<file path="src/rtl/mrr_pkg.sv">
// Package for the Miller-Rabin round block: default width and shared types.
// No dependencies.
package mrr_pkg;
  localparam int unsigned NumBitsDefault = 64;

  // Payload of one input transfer and of one result transfer.
  typedef struct packed {
    logic [63:0] candidate;
    logic [63:0] witness;
  } mrr_req_t;

  typedef struct packed {
    logic passes;
  } mrr_rsp_t;

  typedef struct packed {
    logic load;       // take candidate and witness, start reduction
    logic mul_start;  // start a modular product
    logic mul_sel_sq; // 1: x*x into x, 0: see mul_acc
    logic mul_acc;    // 1: acc*sq into acc, 0: sq*sq into sq
    logic shift_e;    // shift exponent right by one
    logic strip_r;    // drop one trailing zero of r, count s
    logic acc_to_x;   // x <= acc
  } mrr_cmd_t;

  typedef struct packed {
    logic mul_busy;
    logic red_busy;
    logic trivial_pass;
    logic trivial_fail;
    logic r_even;
    logic e_zero;
    logic e_lsb;
    logic x_one;
    logic x_nm1;
    logic s_more;     // j < s still
  } mrr_sts_t;
endpackage

</file>
<file path="src/rtl/mrr_if.sv">
// Valid/ready channel interface with a payload of parameter type.
// Depends on nothing.
interface mrr_if #(parameter type T = logic) (input logic clk_i);
  logic valid;
  logic ready;
  T     data;
  modport source (output valid, output data, input ready);
  modport sink (input valid, input data, output ready);
endinterface

</file>
<file path="src/rtl/miller_rabin_round_64.sv">
// Top level of the Miller-Rabin round block: controller plus datapath.
// Depends on mrr_pkg, mrr_if, mrr_ctrl and mrr_datapath.
// One item is processed at a time. The modular multiplier is bit-serial, and the
// witness reduction, also bit-serial, is overlapped with the check of n-1.
// Trivial candidates finish without any modular product.
module miller_rabin_round_64 #(
  parameter int unsigned NUM_BITS = mrr_pkg::NumBitsDefault
) (
  input logic clk_i,
  input logic rst_ni,
  mrr_if.sink   in_if,
  mrr_if.source out_if
);
  import mrr_pkg::*;

  mrr_cmd_t cmd;
  mrr_sts_t sts;

  mrr_ctrl u_ctrl (
    .clk_i, .rst_ni,
    .in_valid_i (in_if.valid),
    .in_ready_o (in_if.ready),
    .out_valid_o(out_if.valid),
    .out_ready_i(out_if.ready),
    .passes_o   (out_if.data.passes),
    .cmd_o      (cmd),
    .sts_i      (sts)
  );

  mrr_datapath #(.NumBits(NUM_BITS)) u_dp (
    .clk_i, .rst_ni,
    .cand_i(in_if.data.candidate[NUM_BITS-1:0]),
    .wit_i (in_if.data.witness[NUM_BITS-1:0]),
    .cmd_i (cmd),
    .sts_o (sts)
  );
endmodule

</file>
<file path="src/rtl/mrr_datapath.sv">
// Datapath: operand registers, an interleaved modular multiplier (one bit per
// cycle), a bit-serial reduction of the witness and the round bookkeeping.
// Depends on mrr_pkg.
module mrr_datapath #(
  parameter int unsigned NumBits = mrr_pkg::NumBitsDefault
) (
  input  logic                clk_i,
  input  logic                rst_ni,
  input  logic [NumBits-1:0]  cand_i,
  input  logic [NumBits-1:0]  wit_i,
  input  mrr_pkg::mrr_cmd_t   cmd_i,
  output mrr_pkg::mrr_sts_t   sts_o
);
  import mrr_pkg::*;
  localparam int unsigned CntW = $clog2(NumBits + 1);

  typedef enum logic [1:0] {
    DstAcc = 2'd0,
    DstSq  = 2'd1,
    DstX   = 2'd2
  } mul_dst_e;

  logic [NumBits-1:0] n_q, r_q, acc_q, sq_q, x_q;
  logic [CntW-1:0]    s_q, j_q;
  // multiplier
  logic               mbusy_q;
  logic [CntW-1:0]    mcnt_q;
  logic [NumBits-1:0] ma_q, mb_q, mp_q;
  mul_dst_e           mdst_q;
  // reduction: remainder of witness by n, one bit per cycle
  logic               rbusy_q;
  logic [CntW-1:0]    rcnt_q;
  logic [NumBits-1:0] rw_q, rr_q;

  logic [NumBits-1:0] nm1, dbl, dbl_add, red_next;
  logic [NumBits:0]   rsh;

  // (x + y) mod n for x, y < n
  function automatic logic [NumBits-1:0] add_mod(input logic [NumBits-1:0] x,
      input logic [NumBits-1:0] y, input logic [NumBits-1:0] m);
    logic [NumBits-1:0] gap;
    gap = m - y;
    return (x >= gap) ? x - gap : x + y;
  endfunction

  assign nm1     = n_q - 1'b1;
  assign dbl     = add_mod(mp_q, mp_q, n_q);
  assign dbl_add = mb_q[NumBits-1] ? add_mod(dbl, ma_q, n_q) : dbl;
  assign rsh     = {rr_q, rw_q[NumBits-1]};
  assign red_next = (rsh >= {1'b0, n_q}) ? NumBits'(rsh - {1'b0, n_q})
                                         : rsh[NumBits-1:0];

  always_ff @(posedge clk_i or negedge rst_ni) begin
    if (!rst_ni) begin
      mbusy_q <= 1'b0;
      rbusy_q <= 1'b0;
    end else begin
      if (cmd_i.mul_start) mbusy_q <= 1'b1;
      else if (mbusy_q && mcnt_q == CntW'(NumBits - 1)) mbusy_q <= 1'b0;
      if (cmd_i.load) rbusy_q <= 1'b1;
      else if (rbusy_q && rcnt_q == CntW'(NumBits - 1)) rbusy_q <= 1'b0;
    end
  end

  always_ff @(posedge clk_i) begin
    // A new load restarts a reduction that may still run from a trivial item.
    if (cmd_i.load) begin
      n_q    <= cand_i;
      r_q    <= cand_i - 1'b1;
      s_q    <= '0;
      j_q    <= CntW'(1);
      acc_q  <= NumBits'(1);
      rw_q   <= wit_i;
      rr_q   <= '0;
      rcnt_q <= '0;
    end else if (rbusy_q) begin
      rr_q   <= red_next;
      rw_q   <= rw_q << 1;
      rcnt_q <= rcnt_q + 1'b1;
      if (rcnt_q == CntW'(NumBits - 1)) sq_q <= red_next;
    end
    if (cmd_i.strip_r) begin
      r_q <= r_q >> 1;
      s_q <= s_q + 1'b1;
    end
    if (cmd_i.shift_e) r_q <= r_q >> 1;
    if (cmd_i.acc_to_x) x_q <= acc_q;
    if (cmd_i.mul_start) begin
      mcnt_q <= '0;
      mp_q   <= '0;
      if (cmd_i.mul_sel_sq) begin
        ma_q <= x_q; mb_q <= x_q; mdst_q <= DstX; j_q <= j_q + 1'b1;
      end else if (cmd_i.mul_acc) begin
        ma_q <= acc_q; mb_q <= sq_q; mdst_q <= DstAcc;
      end else begin
        ma_q <= sq_q; mb_q <= sq_q; mdst_q <= DstSq;
      end
    end else if (mbusy_q) begin
      mp_q   <= dbl_add;
      mb_q   <= mb_q << 1;
      mcnt_q <= mcnt_q + 1'b1;
      if (mcnt_q == CntW'(NumBits - 1)) begin
        unique case (mdst_q)
          DstAcc:  acc_q <= dbl_add;
          DstSq:   sq_q  <= dbl_add;
          default: x_q   <= dbl_add;
        endcase
      end
    end
  end

  assign sts_o.mul_busy     = mbusy_q;
  assign sts_o.red_busy     = rbusy_q;
  assign sts_o.trivial_pass = (n_q == NumBits'(2)) || (n_q == NumBits'(3));
  assign sts_o.trivial_fail = (n_q <= NumBits'(1)) || !n_q[0];
  assign sts_o.r_even       = !r_q[0];
  assign sts_o.e_zero       = (r_q == '0);
  assign sts_o.e_lsb        = r_q[0];
  assign sts_o.x_one        = (x_q == NumBits'(1));
  assign sts_o.x_nm1        = (x_q == nm1);
  assign sts_o.s_more       = (j_q < s_q);
endmodule

</file>
<file path="src/rtl/mrr_ctrl.sv">
// Controller state machine sequencing one Miller-Rabin round.
// Depends on mrr_pkg.
module mrr_ctrl (
  input  logic              clk_i,
  input  logic              rst_ni,
  input  logic              in_valid_i,
  output logic              in_ready_o,
  output logic              out_valid_o,
  input  logic              out_ready_i,
  output logic              passes_o,
  output mrr_pkg::mrr_cmd_t cmd_o,
  input  mrr_pkg::mrr_sts_t sts_i
);
  import mrr_pkg::*;

  typedef enum logic [9:0] {
    S_IDLE  = 10'b0000000001,
    S_CHECK = 10'b0000000010,
    S_STRIP = 10'b0000000100,
    S_RED   = 10'b0000001000,
    S_POW   = 10'b0000010000,
    S_PWAIT = 10'b0000100000,
    S_SQ    = 10'b0001000000,
    S_TEST  = 10'b0010000000,
    S_XWAIT = 10'b0100000000,
    S_DONE  = 10'b1000000000
  } state_e;

  state_e state_q, state_d;
  logic   res_q, res_d, acc_step_q, acc_step_d;

  always_comb begin
    state_d    = state_q;
    res_d      = res_q;
    acc_step_d = acc_step_q;
    cmd_o      = '0;
    in_ready_o = (state_q == S_IDLE);
    unique case (state_q)
      S_IDLE: if (in_valid_i) begin
        cmd_o.load = 1'b1;
        state_d    = S_CHECK;
      end
      S_CHECK: begin
        if (sts_i.trivial_pass) begin
          res_d = 1'b1; state_d = S_DONE;
        end else if (sts_i.trivial_fail) begin
          res_d = 1'b0; state_d = S_DONE;
        end else state_d = S_STRIP;
      end
      S_STRIP: if (sts_i.r_even) cmd_o.strip_r = 1'b1;
               else state_d = S_RED;
      S_RED: if (!sts_i.red_busy) state_d = S_POW;
      S_POW: begin
        // Each exponent bit: optional acc*sq, then sq*sq and shift.
        if (sts_i.e_zero) begin
          cmd_o.acc_to_x = 1'b1;
          state_d = S_TEST;
        end else if (sts_i.e_lsb && !acc_step_q) begin
          cmd_o.mul_start = 1'b1; cmd_o.mul_acc = 1'b1;
          acc_step_d = 1'b1; state_d = S_PWAIT;
        end else begin
          cmd_o.mul_start = 1'b1; cmd_o.shift_e = 1'b1;
          acc_step_d = 1'b0; state_d = S_PWAIT;
        end
      end
      S_PWAIT: if (!sts_i.mul_busy) state_d = S_POW;
      S_TEST: begin
        if (sts_i.x_one || sts_i.x_nm1) begin
          res_d = 1'b1; state_d = S_DONE;
        end else if (sts_i.s_more) state_d = S_SQ;
        else begin
          res_d = 1'b0; state_d = S_DONE;
        end
      end
      S_SQ: begin
        cmd_o.mul_start = 1'b1; cmd_o.mul_sel_sq = 1'b1;
        state_d = S_XWAIT;
      end
      S_XWAIT: if (!sts_i.mul_busy) begin
        priority if (sts_i.x_nm1) begin
          res_d = 1'b1; state_d = S_DONE;
        end else if (sts_i.x_one || !sts_i.s_more) begin
          res_d = 1'b0; state_d = S_DONE;
        end else state_d = S_SQ;
      end
      S_DONE: if (out_ready_i) state_d = S_IDLE;
      default: state_d = S_IDLE;
    endcase
  end

  assign out_valid_o = (state_q == S_DONE);
  assign passes_o    = res_q;

  always_ff @(posedge clk_i or negedge rst_ni) begin
    if (!rst_ni) begin
      state_q    <= S_IDLE;
      acc_step_q <= 1'b0;
    end else begin
      state_q    <= state_d;
      acc_step_q <= acc_step_d;
    end
  end

  always_ff @(posedge clk_i) res_q <= res_d;
endmodule

</file>
<file path="src/flat_wrapper.sv">
// flat-port wrapper written by rule: the top's interface ports become plain ports
module miller_rabin_round_64_flat import mrr_pkg::*;
#(
  parameter int unsigned NUM_BITS = mrr_pkg::NumBitsDefault
)
  (clk_i, rst_ni, in_if_valid, in_if_data, in_if_ready, out_if_valid, out_if_data, out_if_ready);
  mrr_if #(.T(mrr_pkg::mrr_req_t)) in_if_i (.clk_i(clk_i));
  mrr_if #(.T(mrr_pkg::mrr_rsp_t)) out_if_i (.clk_i(clk_i));
  input logic clk_i;
  input logic rst_ni;
  input wire logic [$bits(in_if_i.valid)-1:0] in_if_valid;
  input wire logic [$bits(in_if_i.data)-1:0] in_if_data;
  output wire logic [$bits(in_if_i.ready)-1:0] in_if_ready;
  output wire logic [$bits(out_if_i.valid)-1:0] out_if_valid;
  output wire logic [$bits(out_if_i.data)-1:0] out_if_data;
  input wire logic [$bits(out_if_i.ready)-1:0] out_if_ready;
  assign in_if_i.valid = in_if_valid;
  assign in_if_i.data = in_if_data;
  assign in_if_ready = in_if_i.ready;
  assign out_if_valid = out_if_i.valid;
  assign out_if_data = out_if_i.data;
  assign out_if_i.ready = out_if_ready;
  miller_rabin_round_64 #(.NUM_BITS(NUM_BITS)) u_core (.clk_i(clk_i), .rst_ni(rst_ni), .in_if(in_if_i), .out_if(out_if_i));
endmodule
</file>
<file path="config.mk">
export PLATFORM = sky130hd
export DESIGN_NAME = miller_rabin_round_64_flat
export DESIGN_NICKNAME = d
export VERILOG_FILES = /design/src/rtl/mrr_pkg.sv /design/src/rtl/mrr_if.sv /design/src/rtl/miller_rabin_round_64.sv /design/src/rtl/mrr_datapath.sv /design/src/rtl/mrr_ctrl.sv /design/src/flat_wrapper.sv
export SDC_FILE = /design/constraint.sdc
export NUM_CORES = 2
export LEC_CHECK = 0
export BUFFER_PORTS_ARGS = -buffer_cell sky130_fd_sc_hd__buf_2
export CAP_MARGIN = 20
export CORE_MARGIN = 1.5
export CORE_UTILIZATION = 66
export CTS_BUF_LIST = sky130_fd_sc_hd__clkbuf_4 sky130_fd_sc_hd__clkbuf_8
export DETAILED_ROUTE_END_ITERATION = 7
export PLACE_DENSITY = 0.8
export RECOVER_POWER = 25
export SKIP_LAST_GASP = 1
export SYNTH_ARGS = -nofsm -noshare
export SYNTH_HDL_FRONTEND = slang
export SYNTH_SLANG_ARGS = --single-unit
</file>
<file path="constraint.sdc">
create_clock -name clk_i -period 14.8 [get_ports clk_i]
set_input_delay 2.96 -clock clk_i [delete_from_list [all_inputs] [get_ports clk_i]]
set_output_delay 2.96 -clock clk_i [all_outputs]
set_load 0.1 [all_outputs]
</file>
# After elaboration in Yosys (flattened, before gate mapping)
# Index checks and enable logic that the tools add are counted.
[op_classes]
n_addsub = 13
n_eq_ne = 26
mux = 76
n_lt_le_gt_ge = 5
n_reduce_logical = 24
bitwise_logic = 1
[ops]
columns = ["op", "count"]
rows = [
  ["64-bit two-way mux", 28],
  ["64-bit subtractor", 5],
  ["63-bit two-way mux", 3],
  ["64-bit adder", 2],
  ["64-bit by 2-bit equality test with 1-bit output (second input constant)", 2],
  ["64-bit >= comparator", 2],
  ["64-bit by 1-bit subtractor with 64-bit output (second input constant)", 2],
  ["10-bit two-way mux", 12],
  ["10-bit one-hot mux with 10 select lines", 1],
  ["65-bit by 64-bit >= comparator with 1-bit output", 1],
  ["64-bit by 1-bit equality test with 1-bit output (second input constant)", 1],
  ["64-bit equality test", 1],
  ["64-bit by 1-bit less-or-equal comparator with 1-bit output (second input constant)", 1],
  ["64-bit zero test", 1],
  ["7-bit two-way mux", 5],
  ["7-bit by 1-bit adder with 7-bit output (second input constant)", 4],
  ["1-bit two-way mux", 22],
  ["7-bit by 6-bit equality test with 1-bit output (second input constant)", 2],
  ["10-bit by 1-bit equality test with 1-bit output (second input constant)", 1],
  ["10-bit equality test (second input constant)", 1],
  ["10-bit by 2-bit equality test with 1-bit output (second input constant)", 1],
  ["10-bit by 3-bit equality test with 1-bit output (second input constant)", 1],
  ["10-bit by 4-bit equality test with 1-bit output (second input constant)", 1],
  ["10-bit by 5-bit equality test with 1-bit output (second input constant)", 1],
  ["other kinds (25)", 44],
]
[word_totals]
out_inout_bits = 3
reg_bits = 684
wordCells = 166

# Logic depth before layout (Yosys ltp)
[depth]
word_depth = 10
ltp_mapped = 59
depth_no_buf = 51

# Modules after synthesis
# From an unflattened synthesis, not the netlist that was laid out.
[unflattened]
hier_cells = 6758
hier_area_um2 = 55268.0
[by_module_without_submodules]
columns = ["mod", "cells_per_inst", "instances", "seq_area_each_um2", "area_per_inst_um2"]
rows = [
  ["mrr_datapath", 6675, 1, 16746.1, 54499.8],
  ["mrr_ctrl", 83, 1, 306.5, 768.2],
]

# Least setup slack after synthesis
# Ideal clock, no wire load.
[synth_path]
path_type = "flip-flop to flip-flop"
startpoint = "register u_core.u_dp.n_q[1]"
endpoint = "register u_core.u_dp.mp_q[62]"
stages_incl_launch_ff = 50
arrival_ns = 10.729
synth_period_minus_slack_ns = 10.941
setup_time_ns = 0.213
slack_ns = 3.859
n_path_buf = 5
required_ns = 14.587
path_cell_list = "edfxtp_1 > ha_1 > nor2b_1 > o21ai_0 > a21oi_1 > o21ai_0 > a21boi_0 > o21ai_0 > o21ai_0 > a21o_1 > a41o_1 > a221o_1 > a31oi_1 > o31ai_1 > a221o_1 > a221o_1 > a21boi_0 > o21bai_1 > (+14 left out) > buf_1 > o21ai_0 > ha_1 > o221ai_1 > a31oi_1 > a41oi_1 > a32oi_2 > nand2_1 > or3_4 > a31oi_4 > a41oi_4 > o41ai_4 > a21oi_2 > o41ai_2 > xor2_1 > o221ai_2 > mux2_4 > nor2_2"
[synth_between]
elab_chain_len = 6
word_cells_on_any_way = 10
[synth_lines]
columns = ["element", "line", "text"]
rows = [
  ["start: declaration", "mrr_datapath.sv:23", "logic [NumBits-1:0] n_q, r_q, acc_q, sq_q, x_q;"],
  ["start signal: assignment", "mrr_datapath.sv:68", "n_q <= cand_i;"],
  ["64-bit subtractor", "mrr_datapath.sv:42", "gap = m - y;"],
  ["64-bit subtractor / 64-bit >= comparator (equally long branches)", "mrr_datapath.sv:43", "return (x >= gap) ? x - gap : x + y;"],
  ["64-bit two-way mux", "mrr_datapath.sv:43", ""],
  ["64-bit adder, or another cell as far along", "mrr_datapath.sv:43", ""],
  ["64-bit two-way mux", "mrr_datapath.sv:43", ""],
  ["64-bit two-way mux (*)", "mrr_datapath.sv:48", "assign dbl_add = mb_q[NumBits-1] ? add_mod(dbl, ma_q, n_q) : dbl;"],
  ["end signal: assignment", "mrr_datapath.sv:99", "mp_q <= dbl_add;"],
  ["end: declaration", "mrr_datapath.sv:28", "logic [NumBits-1:0] ma_q, mb_q, mp_q;"],
]
# Mark *: on every way between the ends. The rest lies on a longest branch, timed or not.
# A chain may end at the register's enable or synchronous reset.

# Final worst setup path
[layout_path]
startpoint = "register u_core.u_dp.mp_q[1]"
endpoint = "register u_core.u_dp.sq_q[48]"
[layout_between]
elab_chain_len = 10
word_cells_on_any_way = 14
[layout_lines]
columns = ["element", "line", "text"]
rows = [
  ["64-bit subtractor", "mrr_datapath.sv:42", ""],
  ["64-bit subtractor / 64-bit >= comparator (equally long branches)", "mrr_datapath.sv:43", ""],
  ["64-bit two-way mux (*)", "mrr_datapath.sv:43", ""],
  ["64-bit adder, or another cell as far along", "mrr_datapath.sv:43", ""],
  ["64-bit two-way mux", "mrr_datapath.sv:43", ""],
  ["64-bit two-way mux (*)", "mrr_datapath.sv:48", ""],
  ["64-bit two-way mux (*)", "mrr_datapath.sv:103", "unique case (mdst_q)"],
  ["64-bit two-way mux (*)", "mrr_datapath.sv:102", "if (mcnt_q == CntW'(NumBits - 1)) begin"],
  ["64-bit two-way mux (*)", "mrr_datapath.sv:98", "end else if (mbusy_q) begin"],
  ["64-bit two-way mux (*)", "mrr_datapath.sv:88", "if (cmd_i.mul_start) begin"],
  ["end signal: assignment", "mrr_datapath.sv:80", "if (rcnt_q == CntW'(NumBits - 1)) sq_q <= red_next;"],
  ["end signal: assignment", "mrr_datapath.sv:105", "DstSq: sq_q <= dbl_add;"],
  ["end: declaration", "mrr_datapath.sv:23", ""],
]
# Marked as above.

==> summary.txt <==
STATUS
----------------------------------------------------------------------------------------
Status .................................................................... finished with violations
Failing checks ............................................................ DRC, capacitance limit, slew limit

GRT
----------------------------------------------------------------------------------------
First-pass GRT wire length ................................................       298 mm
Pin count of the biggest net entering global routing ......................          200
Initial antenna violation count ...........................................            7
Number of global-route vias before repair .................................       51,236
Total congestion overflow .................................................            0
GRT Overall Usage .........................................................        45.2%

CTS
----------------------------------------------------------------------------------------
TritonCTS clock tree ......................................................        built
Count of instances resized after the clock tree is built ..................            0
Number of buffers inserted during clock tree synthesis ....................          106
Post-CTS Setup Repair Bufs ................................................            0
Total of hold buffers inserted after clock tree synthesis .................            0
TritonCTS sink count ......................................................          684
Clock-pin transition on the worst setup and hold timing paths .............        70 ps
Number of buffers between clock root and the deepest sink .................            3
Clock latency on the worst-skew pair ......................................       770 ps
Number of levels the H-tree was split into ................................            3
Cell chosen for the clock root ............................................ sky130_fd_sc_hd__clkbuf_8

DRT
----------------------------------------------------------------------------------------
Count of TritonRoute iterations in the first routing pass .................            7
WL met3 ...................................................................      34.2 mm
Met2 Wirelength ...........................................................      79.8 mm
Total number of vias ......................................................       56,421
Wl on met1 ................................................................      77.6 mm
Violation count after the first detailed-routing iteration ................        8,304
Total wirelength of the detailed-routed design ............................       201 mm
DRC violation count after routing .........................................            9
Final routed wire length divided by cell count ............................ 24.5 microns
Max Used Layer ............................................................         met5
Per-cell via count in the routed design ...................................         6.89
Antenna-violating nets left ...............................................            0

WORST SETUP PATH
----------------------------------------------------------------------------------------
Number of cells traversed by the worst register-to-register path ..........           44
Start-to-end type of the worst setup path .................................      reg2reg
CP max FO .................................................................           32
Register-to-Register Setup Slack ..........................................       780 ps
Worst setup path end ...................................................... u_core.u_dp.sq_q[48]
CP max stage delay ........................................................       830 ps
Origin of the worst setup path ............................................ u_core.u_dp.mp_q[1]
Cell type of the slowest stage on the worst timing path ................... sky130_fd_sc_hd__o21ai_0
R2R Path Start ............................................................ u_core.u_dp.mp_q[1]
Kind of start point of the critical path ..................................    flip-flop
Element type at the critical path end .....................................    flip-flop
Critical path's top delay family .......................................... compound AO/OA/AOI/OAI gates
Number of buffer and inverter stages on the critical path .................            3
CP arrival ................................................................    14,600 ps
Total number of cells along the worst setup path ..........................           44
Required time of the critical path ........................................    15,380 ps
Cell repeated most along the worst path ................................... sky130_fd_sc_hd__o21ai_0
Worst reg2reg endpoint .................................................... u_core.u_dp.sq_q[48]

STA
----------------------------------------------------------------------------------------
Relative slew slack .......................................................        -177%
Clock period minus final worst setup slack ................................    14,020 ps
Highest clock frequency the design can meet ...............................     71.3 MHz
Minimum setup slack in the final design ...................................       781 ps
Total Negative Setup Slacks ...............................................         0 ps
Final critical-path share of the clock period .............................        94.7%
Setup Viol. Count Final ...................................................            0
Clock Skews ...............................................................      35.5 ps
Unrepaired setup endpoints after global routing ...........................           no
Slew Viols, Final .........................................................          505
Worst slew pin tran .......................................................      4160 ps
Final Hold Violating Endpoints ............................................            0

HOLD PATH
----------------------------------------------------------------------------------------
Worst Hold Path Cells .....................................................            2
Worst hold path type ......................................................      reg2reg

DIE
----------------------------------------------------------------------------------------
Floorplan die area ........................................................ 0.0849 sq mm
Number of placement rows ..................................................          105
Die Y .....................................................................  291 microns
I/O pin count .............................................................          135
Floorplan die width .......................................................  291 microns
Initial core utilization ..................................................        66.7%
Core region area .......................................................... 0.0822 sq mm

SYNTHESIS
----------------------------------------------------------------------------------------
Net count of the mapped netlist ...........................................        7,571
Synthesized area divided by synthesized cell count ........................   7.78 sq um
Dominant cells by area after synthesis .................................... sky130_fd_sc_hd__edfxtp_1 (18%), sky130_fd_sc_hd__dfxtp_1 (12%), sky130_fd_sc_hd__ha_1 (8.6%)
Post-synth top area share .................................................        18.0%
Post-synthesis cell type with the largest combined area ................... sky130_fd_sc_hd__edfxtp_1
Synthesis warning total ...................................................            0
Most used standard cell by instance count after synthesis ................. sky130_fd_sc_hd__nand2_1
Synth cell types ..........................................................          119
Number of synthesized register bits .......................................          684
Post-synthesis async set-or-reset flop share ..............................        1.90%
Most numerous cell types in the synthesized netlist ....................... sky130_fd_sc_hd__nand2_1 (1,185), sky130_fd_sc_hd__o21ai_0 (567), sky130_fd_sc_hd__nor2_1 (543)
Number of enable flip-flop cells after synthesis ..........................          329
Primary flip-flop cell chosen by synthesis mapping ........................ sky130_fd_sc_hd__dfxtp_1
Portion of the post-synthesis area used by sequential elements ............        31.1%
Post-Synthesis Cells ......................................................        7,058
Combined area of all synthesized cells .................................... 0.0549 sq mm

LAYOUT
----------------------------------------------------------------------------------------
Layout Nets ...............................................................        7,532
Area growth from synthesis to final layout ................................        6.58%
Total area of sequential cells ............................................ 0.0171 sq mm
# fillers .................................................................        6,487
Share of final-layout standard cells stronger than drive strength 1 .......        6.36%
Area used by multi-input combinational logic .............................. 0.0353 sq mm
Cell area after layout .................................................... 0.0585 sq mm
End-of-flow core utilization ..............................................        71.1%

PLACE
----------------------------------------------------------------------------------------
DP Worst Slack ............................................................      1370 ps
PortBufs ..................................................................          134
DP Area ................................................................... 0.0561 sq mm
Total half-perimeter wirelength after legalization and detailed placement .       149 mm
Weighted congestion reported at the end of routability-driven placement ...         1.08

FLOW RUN
----------------------------------------------------------------------------------------
Count of maximum capacitance violations ...................................            8

## placed cells by master, fill, tap and decap left out, types with 52 or more instances in the layout
cell,instances
sky130_fd_sc_hd__a211oi_1,92
sky130_fd_sc_hd__a31oi_1,200
sky130_fd_sc_hd__edfxtp_1,329
sky130_fd_sc_hd__clkbuf_8,122
sky130_fd_sc_hd__o211ai_1,89
sky130_fd_sc_hd__buf_2,71
sky130_fd_sc_hd__buf_4,53
sky130_fd_sc_hd__nor3_1,116
sky130_fd_sc_hd__o21ai_0,567
sky130_fd_sc_hd__nand2b_1,67
sky130_fd_sc_hd__and3_1,52
sky130_fd_sc_hd__nand3_1,193
sky130_fd_sc_hd__clkbuf_1,74
sky130_fd_sc_hd__nor4_1,95
sky130_fd_sc_hd__dfxtp_1,342
sky130_fd_sc_hd__nor2b_1,64
sky130_fd_sc_hd__nand4_1,100
sky130_fd_sc_hd__xor2_1,221
sky130_fd_sc_hd__nor2_1,543
sky130_fd_sc_hd__a21oi_1,526
sky130_fd_sc_hd__nand2_1,1182
sky130_fd_sc_hd__a21o_1,248
sky130_fd_sc_hd__o21bai_1,75
sky130_fd_sc_hd__ha_1,377
sky130_fd_sc_hd__inv_1,317
sky130_fd_sc_hd__xnor2_1,287
## flip-flops by register name, indices dropped and copies added, names as in the netlist, 10 cells and up
name	count
u_core.u_dp.acc_q	64
u_core.u_dp.ma_q	64
u_core.u_dp.mb_q	64
u_core.u_dp.mp_q	64
u_core.u_dp.n_q	64
u_core.u_dp.r_q	64
u_core.u_dp.rr_q	64
u_core.u_dp.rw_q	64
u_core.u_dp.sq_q	64
u_core.u_dp.x_q	64
u_core.u_ctrl.state_q	10
## cell families after synthesis
kind of cell               after synthesis  synth area share, %
AOI/OAI and AO/OA                     2137                 24.5
xor gates and xnor gates               508                 8.11
muxes                                   71                 1.37
buffers and inverters                  676                 4.72
and+or+nand+nor                       2589                 21.3
DFF                                    684                 31.1
adders and majority gates              393                 8.96
## layer usage
metal | vias to the layer above | GRT usage, %
li1 | 25368 | -
met5 | - | 0
met1 | 26170 | 62.8
met4 | 6 | 18.3
met2 | 4265 | 63.5
met3 | 612 | 16.1
## layout make-up
type	count	area share, %
Tap cell	1070	2.29
Sequential cell	684	29.2
Timing Repair Buffer	207	1.92
Clock buffer	148	3.20
Antenna cell	4	0.0171
Inverter	322	2.07
Multi-Input combinational cell	5698	60.4
Clock inverter	53	0.973
## through the flow
step	hold slack [ps]	std cells
final	475	8186
after global routing	492	8183
after CTS	473	8173
after detailed placement	463	7972
after global placement	456	7971
after floorplan	447	7058
## worst reg2reg max path, delay by kind of cell, from the launching register on
family | cells | cell delay [ps]
buffers and inverters | 3 | 830
AOI/OAI and AO/OA | 28 | 8150
and+or+nand+nor | 9 | 3010
adders and majority gates | 3 | 1260
xor gates and xnor gates | 1 | 150
DFF | 1 | 480
## worst min path at each step
stage / from / to / slack, ps
after floorplan: u_core.u_dp.acc_q[16] / u_core.u_dp.acc_q[16] / 450
after global placement: u_core.u_dp.acc_q[16] / u_core.u_dp.acc_q[16] / 460
after detailed placement: u_core.u_dp.acc_q[1] / u_core.u_dp.acc_q[1] / 460
after CTS: u_core.u_dp.acc_q[1] / u_core.u_dp.acc_q[1] / 470
after global routing: u_core.u_dp.acc_q[17] / u_core.u_dp.acc_q[17] / 490
final: u_core.u_dp.acc_q[1] / u_core.u_dp.acc_q[1] / 480
Power is left out: the tool's default activity adds up to more than one toggle a clock period on the data nets, which glitch-free logic cannot reach.
